<file path="src/hdl/tli_pkg.sv">
package tli_pkg;

   // Sizes
   localparam int TAPE_DEPTH = 65536;
   localparam int NEST_DEPTH = 32;
   localparam int PROG_DEPTH = 65536;

   localparam int TAPE_AW   = $clog2(TAPE_DEPTH);
   localparam int FILL_W    = TAPE_AW + 1;
   localparam int STACK_CW  = $clog2(NEST_DEPTH + 1);
   localparam int STACK_IW  = (NEST_DEPTH > 1) ? $clog2(NEST_DEPTH) : 1;
   localparam int SEQ_W     = ($clog2(PROG_DEPTH + 1) > 17) ? $clog2(PROG_DEPTH + 1) : 17;
   localparam int POS_W     = 16;
   localparam int SKIP_W    = 16;

   localparam logic [TAPE_AW-1:0] TAPE_TOP = TAPE_AW'(TAPE_DEPTH - 1);
   localparam logic [SKIP_W-1:0]  SKIP_MAX = {SKIP_W{1'b1}};

   // Program symbols
   localparam logic [7:0] SYM_RIGHT = 8'h3E;
   localparam logic [7:0] SYM_LEFT  = 8'h3C;
   localparam logic [7:0] SYM_INC   = 8'h2B;
   localparam logic [7:0] SYM_DEC   = 8'h2D;
   localparam logic [7:0] SYM_PRINT = 8'h2A;
   localparam logic [7:0] SYM_OPEN  = 8'h28;
   localparam logic [7:0] SYM_CLOSE = 8'h29;

   typedef enum logic [2:0] {
      ERR_NONE       = 3'd0,
      ERR_TOP        = 3'd1,
      ERR_BOTTOM     = 3'd2,
      ERR_UNMATCHED  = 3'd3,
      ERR_STACK_FULL = 3'd4
   } error_code_type;

   typedef struct packed {
      logic [POS_W-1:0] position;
      logic [7:0]       symbol;
   } req_type;

   typedef struct packed {
      logic [POS_W-1:0] next_position;
      logic             print_valid;
      logic [7:0]       print_byte;
      error_code_type   error_code;
      logic             halted;
   } rsp_type;

   // Tape memory access for one executed symbol
   typedef struct packed {
      logic               wr_en;
      logic [TAPE_AW-1:0] wr_addr;
      logic [7:0]         wr_data;
      logic               rd_en;
      logic [TAPE_AW-1:0] rd_addr;
   } tape_cmd_type;

   typedef struct packed {
      logic             push;
      logic             pop;
      logic [POS_W-1:0] data;
   } stack_cmd_type;

   typedef struct packed {
      logic             empty;
      logic             full;
      logic [POS_W-1:0] top;
   } stack_status_type;

   // Interpreter state held next to the tape memory
   typedef struct packed {
      logic [TAPE_AW-1:0] cell_ptr;
      logic [FILL_W-1:0]  filled;
      logic [7:0]         cur_cell;
      logic               load_pending;
      logic               load_fresh;
      logic [SKIP_W-1:0]  skip_depth;
      logic               halt;
   } exec_state_type;

endpackage

</file>
<file path="src/hdl/tli_loop_stack.sv">
module tli_loop_stack (
   input  logic                         clock,
   input  logic                         reset,
   input  tli_pkg::stack_cmd_type       cmd,
   output tli_pkg::stack_status_type    status
);

   logic [tli_pkg::POS_W-1:0]    stack_ff [tli_pkg::NEST_DEPTH];
   logic [tli_pkg::STACK_CW-1:0] count_ff;
   logic [tli_pkg::STACK_CW-1:0] count_in;
   logic [tli_pkg::STACK_CW-1:0] top_sum;

   always_comb begin
      count_in = count_ff;
      if (cmd.push) begin
         count_in = count_ff + tli_pkg::STACK_CW'(1);
      end else if (cmd.pop) begin
         count_in = count_ff - tli_pkg::STACK_CW'(1);
      end
   end

   always_ff @(posedge clock) begin
      if (reset) begin
         count_ff <= '0;
      end else begin
         count_ff <= count_in;
      end
   end

   always_ff @(posedge clock) begin
      if (cmd.push) begin
         stack_ff[count_ff[tli_pkg::STACK_IW-1:0]] <= cmd.data;
      end
   end

   assign top_sum      = count_ff - tli_pkg::STACK_CW'(1);
   assign status.empty = (count_ff == '0);
   assign status.full  = (count_ff == tli_pkg::STACK_CW'(tli_pkg::NEST_DEPTH));
   assign status.top   = stack_ff[top_sum[tli_pkg::STACK_IW-1:0]];

endmodule

</file>
<file path="config.mk">
export PLATFORM = sky130hd
export DESIGN_NAME = tli_loop_stack
export DESIGN_NICKNAME = d
export VERILOG_FILES = /design/src/hdl/tli_pkg.sv /design/src/hdl/tli_loop_stack.sv
export SDC_FILE = /design/constraint.sdc
export NUM_CORES = 1
export LEC_CHECK = 0
export ABC_CLOCK_PERIOD_IN_PS = 4700
export BUFFER_PORTS_ARGS = -buffer_cell sky130_fd_sc_hd__buf_4
export CAP_MARGIN = 20
export CORE_MARGIN = 2
export CORE_UTILIZATION = 50
export DETAILED_ROUTE_END_ITERATION = 6
export GPL_TIMING_DRIVEN = 0
export PLACE_DENSITY = 0.72
export SLEW_MARGIN = 30
export SYNTH_ARGS = -nofsm -noshare
export SYNTH_HDL_FRONTEND = slang
export SYNTH_SLANG_ARGS = --single-unit
</file>
<file path="constraint.sdc">
create_clock -name clock -period 4.7 [get_ports clock]
set_input_delay 0.47 -clock clock [delete_from_list [all_inputs] [get_ports clock]]
set_output_delay 0.47 -clock clock [all_outputs]
set_load 0.005 [all_outputs]
</file>
==> impl_metrics.ini, run 1 <==
[route]
ant_nets = 0
dr.pass1.iters = 7
drtIter0Drc = 1058
via_per_inst = 6.19
avgRoutedWirePerCell_um = 28.6
vias = 10000
drt_wl_total_um = 46300
drc = 0

[run_status]
status = completed

[global_routing]
grt.met1_usage = 0.317
busiest_layer = met2
grt_pass1_vias = 10200
grt_util_met2 = 0.361
overflow = 0
grtUsageMet3 = 0.0471
track_usage = 0.226
grt_pass1_wl_um = 67700
grt_max_degree = 33
antenna_found_initial = 1

[place]
io_buffers = 37
dpl.hpwl_um = 29800
gp_congestion = 0.927
placedInstanceArea_um2 = 21900

[timing]
fmax_ghz = 0.217
maxSlewViolCount = 0
max_slew_margin = 0.478
setup_viol = 0
min_period_ns = 4.62
worst_clock_skew_ns = 0.0166
period_share = 0.982
grt_setup_unrepaired = false
worstMarginPinSlew_ns = 0.779
hold_viol_final = 0
holdWs_ns = 0.122

[power_and_ir_drop]
p_sw_frac = 0.250
pwr-share-seq = 0.482
powerDensity_nw_per_um2 = 455
comb_power_share = 0.171
peakVddDrop_mv = 0.314
cellLeakagePower_nw = 7.36
clkPwrFrac = 0.346
internal_power_w = 0.00803
switchingPower_w = 0.00268

[worst_setup_path]
path_cells = buf_6, buf_6, buf_4, inv_1, ha_1, clkbuf_4, buf_2, mux4_2, mux2i_1, a2111oi_2, buf_4
crit_slowest_cell = a2111oi_2
cp.arrival_ns = 4.15
end_kind = output pin
critPathKind = flip-flop to output pin
required_ns = 4.23
cp_max_fo = 10
path_delay_family = buffers and inverters
cpPeakStageDelay_ns = 0.65
worstSetupStartpointType = flip-flop
path_buf_inv = 7

[cells_and_area]
final_nets = 1075
layout-drive-gt1-share = 0.380
antenna_cells = 0
final_cell_area_um2 = 23500
areaGrowthSynthToFinish_pct = 14.9

[logic_synthesis]
ys_seq_elements = 518
ys_top_cells_by_area = edfxtp_1, mux4_2, mux2_2
ys_seq_area_frac = 0.757
yosysTopAreaCell = edfxtp_1
synthFlopType = edfxtp_1
syn_nets = 946
synth_common_cells = edfxtp_1, mux4_2, a21oi_1, mux2_2, nor2_1
synth_cell_types = 43
synth.avg_cell_area_um2 = 22.2
async_reset_ff_frac = 0
synth-edff-count = 512
synth.most_common_cell = edfxtp_1
yosysWarnings = 0
syn_inst = 921
synth_top_area_frac = 0.751
synth_area_um2 = 20500

[clock_network]
htreeDepth = 2
path_clk_slew_ns = 0.06
clock_latency_ns = 0.58
clock_path_buffers = 3
cts_tree = yes
clock-sinks = 518
hold_buffers = 0
numCtsBuffers = 51
cts_root_buf = clkbuf_16

[die]
core_um2 = 40600
die_y_um = 206
die_area_um2 = 42600
fp-row-count = 74
initial_core_util = 0.504
die_w_um = 206
io_pins = 38

[run]
maxCapViolCount = 0

[hold_path]
hp-class = primary input to flip-flop
power groups by stage:
stage                     clock network [W]  logic (W)  registers, W
after detailed placement                  0    0.00177       0.00526
after floorplan                           0    0.00106       0.00526
after global routing                0.00394    0.00193       0.00517
after CTS                           0.00377    0.00182       0.00517
after global placement                    0    0.00172       0.00526
final                               0.00371    0.00184       0.00517
timing repair:
item	in CTS	in global routing
endpoints found under the setup margin	16	16
resized for setup	17	11
pin swaps	0	1
buffers inserted	0	3
cloned	0	0
path summary, 6_finish.rpt:
| path | startpoint | endpoint | slack [ns] | depth (start not counted) |
|---|---|---|---|---|
| min | reset | count_ff[5]$_SDFFE_PP0P_ | 0.12 | 2 |
| min reg2reg | count_ff[5]$_SDFFE_PP0P_ | count_ff[5]$_SDFFE_PP0P_ | 0.55 | 2 |
| max reg2reg | count_ff[0]$_SDFFE_PP0P_ | stack_ff[18][5]$_DFFE_PP_ | 1.67 | 9 |
| max | count_ff[0]$_SDFFE_PP0P_ | status[5] | 0.08 | 11 |
through the flow:
stage	power [W]	std cells	TNS, ns	setup slack [ns]	utilization
global placement	0.00698	1490	-0.362	-0.182	0.527
floorplan	0.00631	921	0	1.54	-
global route	0.0110	1615	0	0.000740	0.579
finish	0.0107	1615	0	0.0830	0.579
CTS	0.0108	1612	0	0.00177	0.577
detailed placement	0.00703	1526	0	0.00884	0.539
state kept, by name (all words and copies together) (netlist names):
signal	cells
stack_ff	512
count_ff	6
cells by family (layout without fill, tap and decap cells):
kind of cell	Yosys count	count (layout)	synth area share
multiplexers	176	176	0.166
AO/OA/AOI/OAI	74	74	0.0322
XOR/XNOR	7	7	0.00391
buffers and inverters	54	216	0.0161
flip-flops	518	518	0.757
adder cells (fa/ha/maj)	5	5	0.00306
AND/OR/NAND/NOR	87	87	0.0219
placed cells by master, fill, tap and decap left out, drive strengths merged:
master,n
mux2,32
nor2b,19
nand3,1
nor2,28
xnor2,5
a221oi,17
or3,3
clkbuf,77
o32ai,1
nand2,12
mux2i,16
a2111oi,16
o31ai,1
and2,1
clkinv,19
a21oi,32
xor2,2
o22ai,1
nand2b,3
o21ba,1
ha,5
a32oi,2
or2,1
o21ai,3
nand3b,1
inv,2
nand4,2
mux4,128
buf,115
clkinvlp,2
nor3,14
bufinv,1
and4b,1
dfxtp,6
edfxtp,512
nor3b,1
cell type report:
cell class                 count  area [um^2]
inverter                       2         7.51
multi-input combinational    349         4900
clock inverter                22          124
tap                          532          666
clock buffer                  64         1370
buffer                        52          345
timing repair buffer          76          631
sequential                   518        15500
fill                        2882        17100
layer usage:
| metal | share of wire | up-vias |
|---|---|---|
| met3 | 0.080 | 80 |
| met5 | 0.00015 | - |
| met1 | 0.40 | 5338 |
| met2 | 0.49 | 427 |
| li1 | - | 4155 |
| met4 | 0.023 | 2 |
No activity file was read; power rests on OpenSTA's default activity.
==> run 2: changes to the inputs <==
CELL_PAD_IN_SITES_DETAIL_PLACEMENT = 1   (was default)
CELL_PAD_IN_SITES_GLOBAL_PLACEMENT = 1   (was default)
GPL_ROUTABILITY_DRIVEN = 0   (was default)
PLACE_DENSITY = 0.78   (was 0.72)
==> impl_metrics.ini, run 2 (synthesized netlist as in run 1, its figures left out) <==
[power_and_ir_drop]
cellLeakagePower_nw = 7.47
peakVddDrop_mv = 0.305
pwr-share-seq = 0.463
comb_power_share = 0.166
power_w = 0.0112
clkPwrFrac = 0.371
internal_power_w = 0.00836
powerDensity_nw_per_um2 = 471
p_sw_frac = 0.251
switchingPower_w = 0.00280

[die]
die_area_um2 = 42600
io_pins = 38
core_um2 = 40600
fp-row-count = 74
initial_core_util = 0.504
die_y_um = 206
die_w_um = 206

[hold_path]
hp-class = primary input to flip-flop

[route]
vias = 10200
drtIter0Drc = 1076
ant_nets = 0
wl_met2_um = 25800
highest_layer = met4
wl_met3_um = 3380
dr.pass1.iters = 7
routedLengthMet1_um = 21000
drt_wl_total_um = 51900
drc = 0
avgRoutedWirePerCell_um = 31.9
via_per_inst = 6.31

[clock_network]
cts_tree = yes
cts_root_buf = clkbuf_16
path_clk_slew_ns = 0.07
clock-sinks = 518
clock_latency_ns = 0.60
clock_path_buffers = 3
htreeDepth = 2
numCtsBuffers = 52

[global_routing]
overflow = 0
grt_pass1_wl_um = 75300
grt_pass1_vias = 10700
grt_max_degree = 33
track_usage = 0.254
antenna_found_initial = 0

[cells_and_area]
final_common_cell = edfxtp_1
areaGrowthSynthToFinish_pct = 15.8
final_nets = 1079
final_cells = 1624
largest_register_ffs = 512
final_cell_area_um2 = 23700
layout-drive-gt1-share = 0.386
final_cell_mix = edfxtp_1, mux4_2, buf_4

[timing]
grt_setup_unrepaired = false
setup_viol = 0
fmax_ghz = 0.219
hold_viol_final = 0
max_slew_margin = 0.405
worstMarginPinSlew_ns = 0.888
maxSlewViolCount = 0
period_share = 0.971
min_period_ns = 4.56
worst_clock_skew_ns = 0.0131

[worst_setup_path]
crit_slowest_cell = ha_1
setup.worst_path.start = count_ff[0]$_SDFFE_PP0P_
ff2ff_path_depth = 9
critPathKind = flip-flop to output pin
r2r-start = count_ff[0]$_SDFFE_PP0P_
endpoint = status[14]
r2r_end = stack_ff[10][7]$_DFFE_PP_
path_buf_inv = 7
crit_cells = 12
cp.arrival_ns = 4.09
path_cells = buf_6, buf_6, buf_4, inv_1, ha_1, buf_4, clkbuf_4, mux4_2, mux2_2, a21oi_1, a2111oi_2, buf_4
required_ns = 4.23
cp_common_cell = buf_4
cpPeakStageDelay_ns = 0.39
worstSetupStartpointType = flip-flop
path_delay_family = buffers and inverters
r2r_slack_ns = 1.66
cp_max_fo = 10
end_kind = output pin

[run]
maxCapViolCount = 0

[place]
placedCellCount = 1529
io_buffers = 37
placedInstanceArea_um2 = 21900
dpl.hpwl_um = 33600

[run_status]
status = completed
## run 2: cell types whose count changed in the layout (fill, tap and decap cells not counted), sizes merged
cell	before	now
bufinv	1	7
buf	115	119
clkbuf	77	73
inv	2	4
clkinv	19	20
clkinvlp	2	1
diode	0	1
## run 2: repair_timing
| item | in CTS | in global routing |
|---|---|---|
| hold buffers | 0 | 0 |
| endpoints found under the setup margin | 16 | 11 |
| pin swaps | 0 | 1 |
| gates resized for setup | 16 | 10 |
| buffers inserted | 0 | 3 |
| hold endpoints to repair | 0 | 0 |
| gates cloned | 0 | 0 |
## run 2: area by class of cell
class,count,area (um^2)
antenna,1,2.50
buffer,52,349
clock buffer,61,1360
clock inverter,30,324
fill,3398,16900
inverter,2,7.51
multi-input combinational,349,4830
sequential,518,15500
tap,532,666
timing repair buffer,79,676
## run 2: power by group through the flow
stage | clock (W) | combinational [W] | sequential, W
after global placement | 0 | 0.00170 | 0.00526
after global routing | 0.00435 | 0.00194 | 0.00517
final | 0.00415 | 0.00185 | 0.00517
after floorplan | 0 | 0.00106 | 0.00526
after detailed placement | 0 | 0.00179 | 0.00527
after CTS | 0.00419 | 0.00183 | 0.00517
## run 2: worst min-delay path by stage
stage	from	endpoint	slack (ns)	cells after the start
5_1_grt	reset	count_ff[3]$_SDFFE_PP0P_	0.13	2
6_report	reset	count_ff[0]$_SDFFE_PP0P_	0.14	2
3_3_place_gp	count_ff[5]$_SDFFE_PP0P_	count_ff[5]$_SDFFE_PP0P_	0.52	2
2_1_floorplan	count_ff[5]$_SDFFE_PP0P_	count_ff[5]$_SDFFE_PP0P_	0.50	2
3_5_place_dp	count_ff[5]$_SDFFE_PP0P_	count_ff[5]$_SDFFE_PP0P_	0.53	2
4_1_cts	reset	count_ff[3]$_SDFFE_PP0P_	0.10	2
## run 2: worst register-to-register path, cell delays in order (launching register included)
cell,delay [ns]
dfxtp_1,0.34
buf_6,0.16
buf_6,0.18
buf_4,0.22
inv_1,0.18
ha_1,0.18
nand2_1,0.38
nor3_2,0.67
buf_4,0.28
buf_4,0.17
## run 2: routing by layer
layer,vias up,GRT usage
li1,4178,-
met1,5550,0.347
met2,415,0.418
met3,105,0.0407
met4,0,0.0888
met5,-,0
## run 2: stage by stage
| stage | setup TNS, ns | hold slack, ns | utilization | setup slack [ns] |
|---|---|---|---|---|
| 3_5_place_dp | -0.0329 | 0.533 | 0.540 | -0.0329 |
| 5_1_grt | 0 | 0.131 | 0.583 | 0.00989 |
| 4_1_cts | 0 | 0.101 | 0.582 | 0.0468 |
| 6_report | 0 | 0.138 | 0.583 | 0.135 |
| 3_3_place_gp | 0 | 0.519 | 0.527 | 0.101 |
| 2_1_floorplan | 0 | 0.500 | - | 1.54 |
