$ cat src/hdl/tli_pkg.sv
package tli_pkg;

   // Sizes
   localparam int TAPE_DEPTH = 65536;
   localparam int NEST_DEPTH = 32;
   localparam int PROG_DEPTH = 65536;

   localparam int TAPE_AW   = $clog2(TAPE_DEPTH);
   localparam int FILL_W    = TAPE_AW + 1;
   localparam int STACK_CW  = $clog2(NEST_DEPTH + 1);
   localparam int STACK_IW  = (NEST_DEPTH > 1) ? $clog2(NEST_DEPTH) : 1;
   localparam int SEQ_W     = ($clog2(PROG_DEPTH + 1) > 17) ? $clog2(PROG_DEPTH + 1) : 17;
   localparam int POS_W     = 16;
   localparam int SKIP_W    = 16;

   localparam logic [TAPE_AW-1:0] TAPE_TOP = TAPE_AW'(TAPE_DEPTH - 1);
   localparam logic [SKIP_W-1:0]  SKIP_MAX = {SKIP_W{1'b1}};

   // Program symbols
   localparam logic [7:0] SYM_RIGHT = 8'h3E;
   localparam logic [7:0] SYM_LEFT  = 8'h3C;
   localparam logic [7:0] SYM_INC   = 8'h2B;
   localparam logic [7:0] SYM_DEC   = 8'h2D;
   localparam logic [7:0] SYM_PRINT = 8'h2A;
   localparam logic [7:0] SYM_OPEN  = 8'h28;
   localparam logic [7:0] SYM_CLOSE = 8'h29;

   typedef enum logic [2:0] {
      ERR_NONE       = 3'd0,
      ERR_TOP        = 3'd1,
      ERR_BOTTOM     = 3'd2,
      ERR_UNMATCHED  = 3'd3,
      ERR_STACK_FULL = 3'd4
   } error_code_type;

   typedef struct packed {
      logic [POS_W-1:0] position;
      logic [7:0]       symbol;
   } req_type;

   typedef struct packed {
      logic [POS_W-1:0] next_position;
      logic             print_valid;
      logic [7:0]       print_byte;
      error_code_type   error_code;
      logic             halted;
   } rsp_type;

   // Tape memory access for one executed symbol
   typedef struct packed {
      logic               wr_en;
      logic [TAPE_AW-1:0] wr_addr;
      logic [7:0]         wr_data;
      logic               rd_en;
      logic [TAPE_AW-1:0] rd_addr;
   } tape_cmd_type;

   typedef struct packed {
      logic             push;
      logic             pop;
      logic [POS_W-1:0] data;
   } stack_cmd_type;

   typedef struct packed {
      logic             empty;
      logic             full;
      logic [POS_W-1:0] top;
   } stack_status_type;

   // Interpreter state held next to the tape memory
   typedef struct packed {
      logic [TAPE_AW-1:0] cell_ptr;
      logic [FILL_W-1:0]  filled;
      logic [7:0]         cur_cell;
      logic               load_pending;
      logic               load_fresh;
      logic [SKIP_W-1:0]  skip_depth;
      logic               halt;
   } exec_state_type;

endpackage

$ cat src/hdl/tli_exec.sv
module tli_exec (
   input  logic                         clock,
   input  logic                         reset,
   input  logic                         execute,
   input  tli_pkg::req_type             item,
   input  logic [7:0]                   rd_data,
   input  tli_pkg::stack_status_type    stack_status,
   output tli_pkg::rsp_type             result,
   output tli_pkg::tape_cmd_type        tape_cmd,
   output tli_pkg::stack_cmd_type       stack_cmd
);

   tli_pkg::exec_state_type      state_ff;
   tli_pkg::exec_state_type      state_in;
   tli_pkg::exec_state_type      state_next;
   tli_pkg::tape_cmd_type        tape_raw;
   tli_pkg::stack_cmd_type       stack_raw;
   tli_pkg::error_code_type      err;
   logic [7:0]                   eff_cell;
   logic [tli_pkg::SEQ_W-1:0]    pos_ext;
   logic [tli_pkg::POS_W-1:0]    seq_next;
   logic [tli_pkg::FILL_W-1:0]   cp_up;
   logic [tli_pkg::FILL_W-1:0]   filled_grow;

   // Current cell: a move leaves the new cell in the read register (or fresh zero)
   assign eff_cell = state_ff.load_pending ?
                     (state_ff.load_fresh ? 8'd0 : rd_data) : state_ff.cur_cell;

   assign pos_ext  = tli_pkg::SEQ_W'(item.position) + tli_pkg::SEQ_W'(1);
   assign seq_next = (pos_ext >= tli_pkg::SEQ_W'(tli_pkg::PROG_DEPTH)) ?
                     '0 : pos_ext[tli_pkg::POS_W-1:0];

   // Cells below the fill mark hold valid data; leaving a cell writes it back
   assign cp_up       = tli_pkg::FILL_W'(state_ff.cell_ptr) + tli_pkg::FILL_W'(1);
   assign filled_grow = (cp_up > state_ff.filled) ? cp_up : state_ff.filled;

   always_comb begin
      state_next              = state_ff;
      state_next.cur_cell     = eff_cell;
      state_next.load_pending = 1'b0;
      state_next.load_fresh   = 1'b0;
      err                     = tli_pkg::ERR_NONE;

      tape_raw.wr_en   = 1'b0;
      tape_raw.wr_addr = state_ff.cell_ptr;
      tape_raw.wr_data = eff_cell;
      tape_raw.rd_en   = 1'b0;
      tape_raw.rd_addr = state_ff.cell_ptr;

      stack_raw.push = 1'b0;
      stack_raw.pop  = 1'b0;
      stack_raw.data = seq_next;

      result.next_position = seq_next;
      result.print_valid   = 1'b0;
      result.print_byte    = 8'd0;

      if (state_ff.halt) begin
         result.next_position = item.position;
      end else if (state_ff.skip_depth != '0) begin
         if (item.symbol == tli_pkg::SYM_OPEN) begin
            if (state_ff.skip_depth != tli_pkg::SKIP_MAX) begin
               state_next.skip_depth = state_ff.skip_depth + tli_pkg::SKIP_W'(1);
            end
         end else if (item.symbol == tli_pkg::SYM_CLOSE) begin
            state_next.skip_depth = state_ff.skip_depth - tli_pkg::SKIP_W'(1);
         end
      end else begin
         case (item.symbol)
            tli_pkg::SYM_INC: begin
               state_next.cur_cell = eff_cell + 8'd1;
            end
            tli_pkg::SYM_DEC: begin
               state_next.cur_cell = eff_cell - 8'd1;
            end
            tli_pkg::SYM_RIGHT: begin
               if (state_ff.cell_ptr == tli_pkg::TAPE_TOP) begin
                  err = tli_pkg::ERR_TOP;
               end else begin
                  tape_raw.wr_en          = 1'b1;
                  tape_raw.rd_en          = 1'b1;
                  tape_raw.rd_addr        = cp_up[tli_pkg::TAPE_AW-1:0];
                  state_next.cell_ptr     = cp_up[tli_pkg::TAPE_AW-1:0];
                  state_next.filled       = filled_grow;
                  state_next.load_pending = 1'b1;
                  state_next.load_fresh   = (state_ff.filled <= cp_up);
               end
            end
            tli_pkg::SYM_LEFT: begin
               if (state_ff.cell_ptr == '0) begin
                  err = tli_pkg::ERR_BOTTOM;
               end else begin
                  tape_raw.wr_en          = 1'b1;
                  tape_raw.rd_en          = 1'b1;
                  tape_raw.rd_addr        = state_ff.cell_ptr - tli_pkg::TAPE_AW'(1);
                  state_next.cell_ptr     = state_ff.cell_ptr - tli_pkg::TAPE_AW'(1);
                  state_next.filled       = filled_grow;
                  state_next.load_pending = 1'b1;
               end
            end
            tli_pkg::SYM_PRINT: begin
               result.print_valid = 1'b1;
               result.print_byte  = eff_cell;
            end
            tli_pkg::SYM_OPEN: begin
               if (eff_cell == 8'd0) begin
                  state_next.skip_depth = tli_pkg::SKIP_W'(1);
               end else if (stack_status.full) begin
                  err = tli_pkg::ERR_STACK_FULL;
               end else begin
                  stack_raw.push = 1'b1;
               end
            end
            tli_pkg::SYM_CLOSE: begin
               if (stack_status.empty) begin
                  err = tli_pkg::ERR_UNMATCHED;
               end else if (eff_cell == 8'd0) begin
                  stack_raw.pop = 1'b1;
               end else begin
                  result.next_position = stack_status.top;
               end
            end
            default: begin
            end
         endcase
      end

      if (err != tli_pkg::ERR_NONE) begin
         state_next.halt      = 1'b1;
         result.next_position = item.position;
      end
      result.error_code = err;
      result.halted     = state_next.halt;
   end

   always_comb begin
      state_in         = execute ? state_next : state_ff;
      tape_cmd         = tape_raw;
      tape_cmd.wr_en   = tape_raw.wr_en & execute;
      tape_cmd.rd_en   = tape_raw.rd_en & execute;
      stack_cmd        = stack_raw;
      stack_cmd.push   = stack_raw.push & execute;
      stack_cmd.pop    = stack_raw.pop & execute;
   end

   always_ff @(posedge clock) begin
      if (reset) begin
         state_ff <= '0;
      end else begin
         state_ff <= state_in;
      end
   end

endmodule

$ cat config.mk
export PLATFORM = sky130hd
export DESIGN_NAME = tli_exec
export DESIGN_NICKNAME = d
export VERILOG_FILES = /design/src/hdl/tli_pkg.sv /design/src/hdl/tli_exec.sv
export SDC_FILE = /design/constraint.sdc
export NUM_CORES = 1
export LEC_CHECK = 0
export BUFFER_PORTS_ARGS = -buffer_cell sky130_fd_sc_hd__buf_2
export CAP_MARGIN = 20
export CORE_UTILIZATION = 56
export CTS_CLUSTER_DIAMETER = 100
export DETAILED_ROUTE_END_ITERATION = 12
export PLACE_DENSITY = 0.82
export SLEW_MARGIN = 40
export SYNTH_ARGS = -nofsm -noshare
export SYNTH_HDL_FRONTEND = slang
export SYNTH_SLANG_ARGS = --single-unit
$ cat constraint.sdc
create_clock -name clock -period 4.25 [get_ports clock]
set_input_delay 0.2125 -clock clock [delete_from_list [all_inputs] [get_ports clock]]
set_output_delay 0.2125 -clock clock [all_outputs]
set_load 0.03 [all_outputs]
==> flow_summary.toml, run 1 <==
[detailed_routing]
vias = 6779
firstDrtPassIters = 6
finalWirelength_um = 18400
drt_iter0_markers = 665
post_drt_via_cell_ratio = 6.12
drc_errors = 0
antenna_left = 0
drt-wirelength-per-cell_um = 16.6

[cts]
clock_sinks = 60
cts.clk_slew.worst_paths_ns = 0.08
post_cts_buffers = 0
root_buffer = "clkbuf_8"
cts_buffer_depth = 2
cts_buffers = 9
cts_tree = "yes"
htree_num_levels = 3
worstSkewPairLatency_ns = 0.35

[sta]
setup_viol = 0
maxClockFrequency_mhz = 247
rsz0062_at_grt = "false"
fin_tns_setup_ns = 0
slew_headroom_pct = 45.2
hold_viol_final = 0
fin_crit_ns = 4.05
finalMaxSlewViolations = 0
skew_ns = 0.0114
worst_slew_pin_slew_ns = 0.822
fin_crit_sh_pct = 95.4

[finish]
multiInputGateArea_um2 = 4480
antenna_cells = 0
syn_to_final_growth_pct = 14.7
n_fill_cell = 945
utilization_pct = 67.4
nets = 1059
seqCellArea_um2 = 1200
drive_gt1_share_pct = 21.3

[power_and_ir_drop]
power_density_nw_per_um2 = 186
irDropWorstVdd_v = 0.000145
p_comb_share_pct = 15.6
p_sw_mw = 0.403
power.internal_mw = 0.908
power_frac_seq_pct = 43.3
clkPwrFrac_pct = 41.0
leakagePower_nw = 2.95
switching_share_pct = 30.8

[global_routing]
grt_pass1_wl_um = 29400
grt.overflow.total = 0
antenna_found_initial = 0
grt_max_degree = 38
grt_pass1_vias = 6296
grt_use_total_pct = 31.5

[critical_path]
endpoint_kind = "flip-flop"
setup.worst_path.start_class = "flip-flop"
path_class = "flip-flop to flip-flop"
cp_max_fo = 13
rrSetupSlack_ns = 0.20
arrival_ns = 4.27
worstPathRequired_ns = 4.47

[synth]
synth_nets = 954
synth_seq_cells = 60
yosysSeqAreaShare_pct = 19.5
avgSynthCellArea_um2 = 7.14
synthFlopType = "dfxtp_1"
netlist.area_leader.share_pct = 19.5
synth_edf_count = 0
synth_area_leader_cell = "dfxtp_1"
syn_inst = 861
synth_cell_types = 73
synth.area.top_cells = "dfxtp_1 (20%), ha_1 (7.7%), a21oi_1 (6.4%)"
netlist_area_um2 = 6150
synth_warnings = 0
synthArstFlopShare_pct = 0

[floorplan]
dieHeight_um = 107
num_rows = 37
start_util_pct = 58.8
die-area_um2 = 11400
core_um2 = 10500
ioPinCount = 142
dieWidth_um = 107

[hold_path]
hold_path_class = "input port to flip-flop"

[place]
port_buffers = 141
hpwl_um = 13300
routabilityCongestion = 0.897

[outcome]
status = "finished clean"

[job]
maxCapViolCount = 0
[cells by family (layout without fill, tap and decap cells)]
| logic type | Yosys count | in the layout | share of synthesized area (%) |
|---|---|---|---|
| buffers and inverters | 99 | 209 | 8.04 |
| adders and majority gates | 40 | 40 | 8.38 |
| AOI/OAI and AO/OA | 248 | 248 | 25.1 |
| DFF | 60 | 60 | 19.5 |
| muxes | 22 | 22 | 3.68 |
| xor gates and xnor gates | 49 | 49 | 6.98 |
| and+or+nand+nor | 343 | 343 | 28.2 |
[worst paths after layout]
kind,startpoint,endpoint,depth (start not counted)
worst max-delay path,tape_cmd[26],state_ff[17],14
worst min-delay path,reset,state_ff[8],2
worst max register to register,tape_cmd[26],state_ff[17],14
worst min register to register,state_ff[28],state_ff[28],2
[worst max-delay path, stage by stage (launching register included)]
cell,delay [ns]
dfxtp_1,0.36
ha_1,0.31
nand3_4,0.15
nor4_2,0.47
and3_1,0.32
inv_1,0.14
ha_1,0.32
nand2_1,0.05
nor2_1,0.35
nand3_1,0.19
mux2_4,0.32
o31a_1,0.36
nor3b_4,0.23
o21ai_0,0.22
a21oi_1,0.11
[synthesized netlist by cell type, drive strengths merged (11+ instances only)]
| library cell | instances |
|---|---|
| ha | 38 |
| a21o | 11 |
| buf | 36 |
| and3 | 12 |
| xor2 | 16 |
| nand3 | 27 |
| dfxtp | 60 |
| nand2 | 88 |
| nand2b | 11 |
| clkbuf | 36 |
| a21oi | 79 |
| nor3 | 24 |
| nor2 | 90 |
| o21ai | 77 |
| nor4 | 15 |
| mux2i | 20 |
| xnor2 | 33 |
| a311oi | 15 |
| nor2b | 20 |
| inv | 27 |
[power by group through the flow]
stage,logic [mW],registers [mW],clock network (mW)
detailed placement,0.202,0.581,0
CTS,0.203,0.568,0.539
global route,0.221,0.569,0.562
floorplan,0.129,0.580,0
finish,0.205,0.568,0.538
global placement,0.200,0.581,0
[layer usage]
layer	wire (µm)	global-route usage, %
met4	534	12.3
met3	1480	6.81
met1	7450	38.2
met5	0	0
met2	8910	54.2
[through the flow]
step	std cells	hold slack (ns)	total power, mW	setup slack, ns	cell area [µm²]
2_1_floorplan	861	0.441	0.710	0.541	6150
3_3_place_gp	1090	0.453	0.781	0.376	6820
3_5_place_dp	1090	0.456	0.784	0.218	6820
4_1_cts	1106	0.323	1.31	0.109	7020
5_1_grt	1107	0.339	1.35	0.00101	7050
6_report	1107	0.336	1.31	0.197	7050
[timing repair]
action / 4_1_cts / 5_1_grt
resized for setup: 0 / 5
endpoints found under the setup margin: 0 / 20
hold buffers: 0 / 0
hold endpoints to repair: 0 / 0
[sequential cells by signal (all words and copies together), names as in the netlist]
signal / flops
tape_cmd: 16
state_ff: 44
[final cells by class]
cell class / count / share of cell area [%]
clock inverter: 7 / 1.08
tap: 136 / 2.41
inverter: 27 / 1.49
multi-input combinational: 702 / 63.6
clock buffer: 9 / 1.76
sequential: 60 / 17.1
timing repair inverter: 1 / 0.0710
timing repair buffer: 165 / 12.6
[cells in the final DEF (no fill, tap or decap), drive strengths merged, types with 12 or more instances in the layout]
master,instances
a311oi,15
xor2,16
nor3,24
and3,12
nor2,90
nand2,88
dfxtp,60
nand3,27
nor2b,20
ha,38
a21oi,79
o21ai,77
xnor2,33
mux2i,20
buf,165
nor4,15
inv,27
Note: power is estimated with default switching activity, not from simulation.
==> run 2, diff against run 1 <==
--- a/config.mk
+++ b/config.mk
@@ -7,10 +7,11 @@
 export LEC_CHECK = 0
 export BUFFER_PORTS_ARGS = -buffer_cell sky130_fd_sc_hd__buf_2
 export CAP_MARGIN = 20
-export CORE_UTILIZATION = 56
+export CORE_UTILIZATION = 57
+export CTS_BUF_LIST = sky130_fd_sc_hd__clkbuf_4 sky130_fd_sc_hd__clkbuf_8
 export CTS_CLUSTER_DIAMETER = 100
 export DETAILED_ROUTE_END_ITERATION = 12
-export PLACE_DENSITY = 0.82
+export PLACE_DENSITY = 0.84
 export SLEW_MARGIN = 40
 export SYNTH_ARGS = -nofsm -noshare
 export SYNTH_HDL_FRONTEND = slang
==> flow_summary.toml, run 2 (same netlist as run 1, synthesis figures left out) <==
[cts]
worstSkewPairLatency_ns = 0.36
cts_buffers = 9
cts_tree = "yes"
cts_buffer_depth = 2
ctsHoldBuffers = 0
clock_sinks = 60
cts.clk_slew.worst_paths_ns = 0.08
htree_num_levels = 3
root_buffer = "clkbuf_8"

[power_and_ir_drop]
power.internal_mw = 0.969
p_comb_share_pct = 14.9
power_frac_seq_pct = 41.4
power_density_nw_per_um2 = 194
irDropWorstVdd_v = 0.000135
clkPwrFrac_pct = 43.7
switching_share_pct = 29.4
total_power_mw = 1.37
p_sw_mw = 0.404
leakagePower_nw = 3.00

[floorplan]
start_util_pct = 59.3
ioPinCount = 142
die-area_um2 = 11200
dieWidth_um = 106
core_um2 = 10400
dieHeight_um = 106
num_rows = 37

[detailed_routing]
drc_errors = 0
vias = 6754
drt-wirelength-per-cell_um = 16.2
drt_iter0_markers = 648
post_drt_via_cell_ratio = 6.10
firstDrtPassIters = 5
finalWirelength_um = 18000
antenna_left = 0

[sta]
hold_viol_final = 0
rsz0062_at_grt = "false"
fin_tns_setup_ns = 0
maxClockFrequency_mhz = 251
worst_slew_pin_slew_ns = 0.848
timing.hold.ws_ns = 0.350
layout_setup_ws_ns = 0.261
skew_ns = 0.0147
slew_headroom_pct = 43.4
fin_crit_sh_pct = 93.9
finalMaxSlewViolations = 0
fin_crit_ns = 3.99
setup_viol = 0

[global_routing]
grt_pass1_vias = 6120
antenna_found_initial = 0
grt.overflow.total = 0
grt_pass1_wl_um = 29200
grt_use_total_pct = 31.9
grt_max_degree = 64

[finish]
n_fill_cell = 924
stdcell_area_um2 = 7090
multiInputGateArea_um2 = 4490
regMostFlops = "state_ff"
syn_to_final_growth_pct = 15.3
antenna_cells = 0
nets = 1059
seqCellArea_um2 = 1200
layout_common_cells = "buf_2 (140), nand2_1 (88), nor2_1 (87), a21oi_1 (79), o21ai_0 (76)"
largest_reg_flops = 44
drive_gt1_share_pct = 21.3
layout_commonest_cell = "buf_2"

[hold_path]
min_to = "state_ff[25]"
hold_path_class = "input port to flip-flop"
hold_start = "execute"
hold_depth = 3

[place]
place_area_um2 = 6820
port_buffers = 141
dp_slack_ns = 0.117
hpwl_um = 13200
routabilityCongestion = 0.906

[critical_path]
r2r_end = "state_ff[36]"
worstPathRequired_ns = 4.04
cp_max_fo = 33
arrival_ns = 3.78
rrSetupSlack_ns = 0.30
path_class = "flip-flop to output port"
r2r_start = "tape_cmd[28]"
r2r_cells = 14
endpoint_kind = "output port"
setup.worst_path.start_class = "flip-flop"

[job]
maxCapViolCount = 0

[outcome]
status = "finished clean"
## run 2: power by group through the flow
stage                     logic [mW]  clock network (mW)  registers, mW
after global placement         0.198                   0          0.581
after CTS                      0.202               0.604          0.568
after floorplan                0.129                   0          0.580
after detailed placement       0.201                   0          0.581
final                          0.205               0.600          0.568
after global routing           0.221               0.623          0.569
## run 2: critical path: stages (launching register included)
cell and delay [ns]:
dfxtp_1 0.32, buf_4 0.16, inv_1 0.15, ha_1 0.28
or4b_2 0.76, nor2_2 0.20, nand4b_1 0.19, o221a_2 0.28
o21ai_1 0.15, or2_1 0.13, buf_4 0.28, o21ai_0 0.13
o21ai_0 0.13, buf_2 0.25
## run 2: what timing repair did
item / 4_1_cts / 5_1_grt
endpoints found under the setup margin: 0 / 18
resized for setup: 0 / 6
setup buffers: 0 / 1
## run 2: routing by layer
metal | wire (µm) | vias to the layer above | GRT usage (%) | share of wire [%]
li1 | - | 3306 | - | -
met1 | 7310 | 3117 | 39.7 | 41
met2 | 8720 | 280 | 55.0 | 49
met3 | 1480 | 51 | 6.37 | 8.3
met4 | 436 | 0 | 10.1 | 2.4
met5 | 0 | - | 0 | 0
## run 2: cell type report
type	instances	share of cell area, %
clock inverter	7	1.39
tap	136	2.40
sequential	60	16.9
timing repair buffer	166	12.8
multi-input combinational	702	63.3
clock buffer	9	1.75
inverter	27	1.43
## run 2: metrics by stage
| stage | std cells | util (%) |
|---|---|---|
| after floorplan | 861 | - |
| after global placement | 1090 | 65.7 |
| after detailed placement | 1090 | 65.8 |
| after CTS | 1106 | 67.9 |
| after global routing | 1107 | 68.4 |
| final | 1107 | 68.4 |
## run 2: worst max-delay path by stage
| stage | startpoint | endpoint |
|---|---|---|
| 6_report | tape_cmd[25] | result[19] |
| 5_1_grt | tape_cmd[26] | state_ff[31] |
| 4_1_cts | tape_cmd[26] | state_ff[36] |
| 3_5_place_dp | tape_cmd[26] | state_ff[41] |
| 3_3_place_gp | tape_cmd[26] | state_ff[17] |
| 2_1_floorplan | tape_cmd[25] | state_ff[29] |
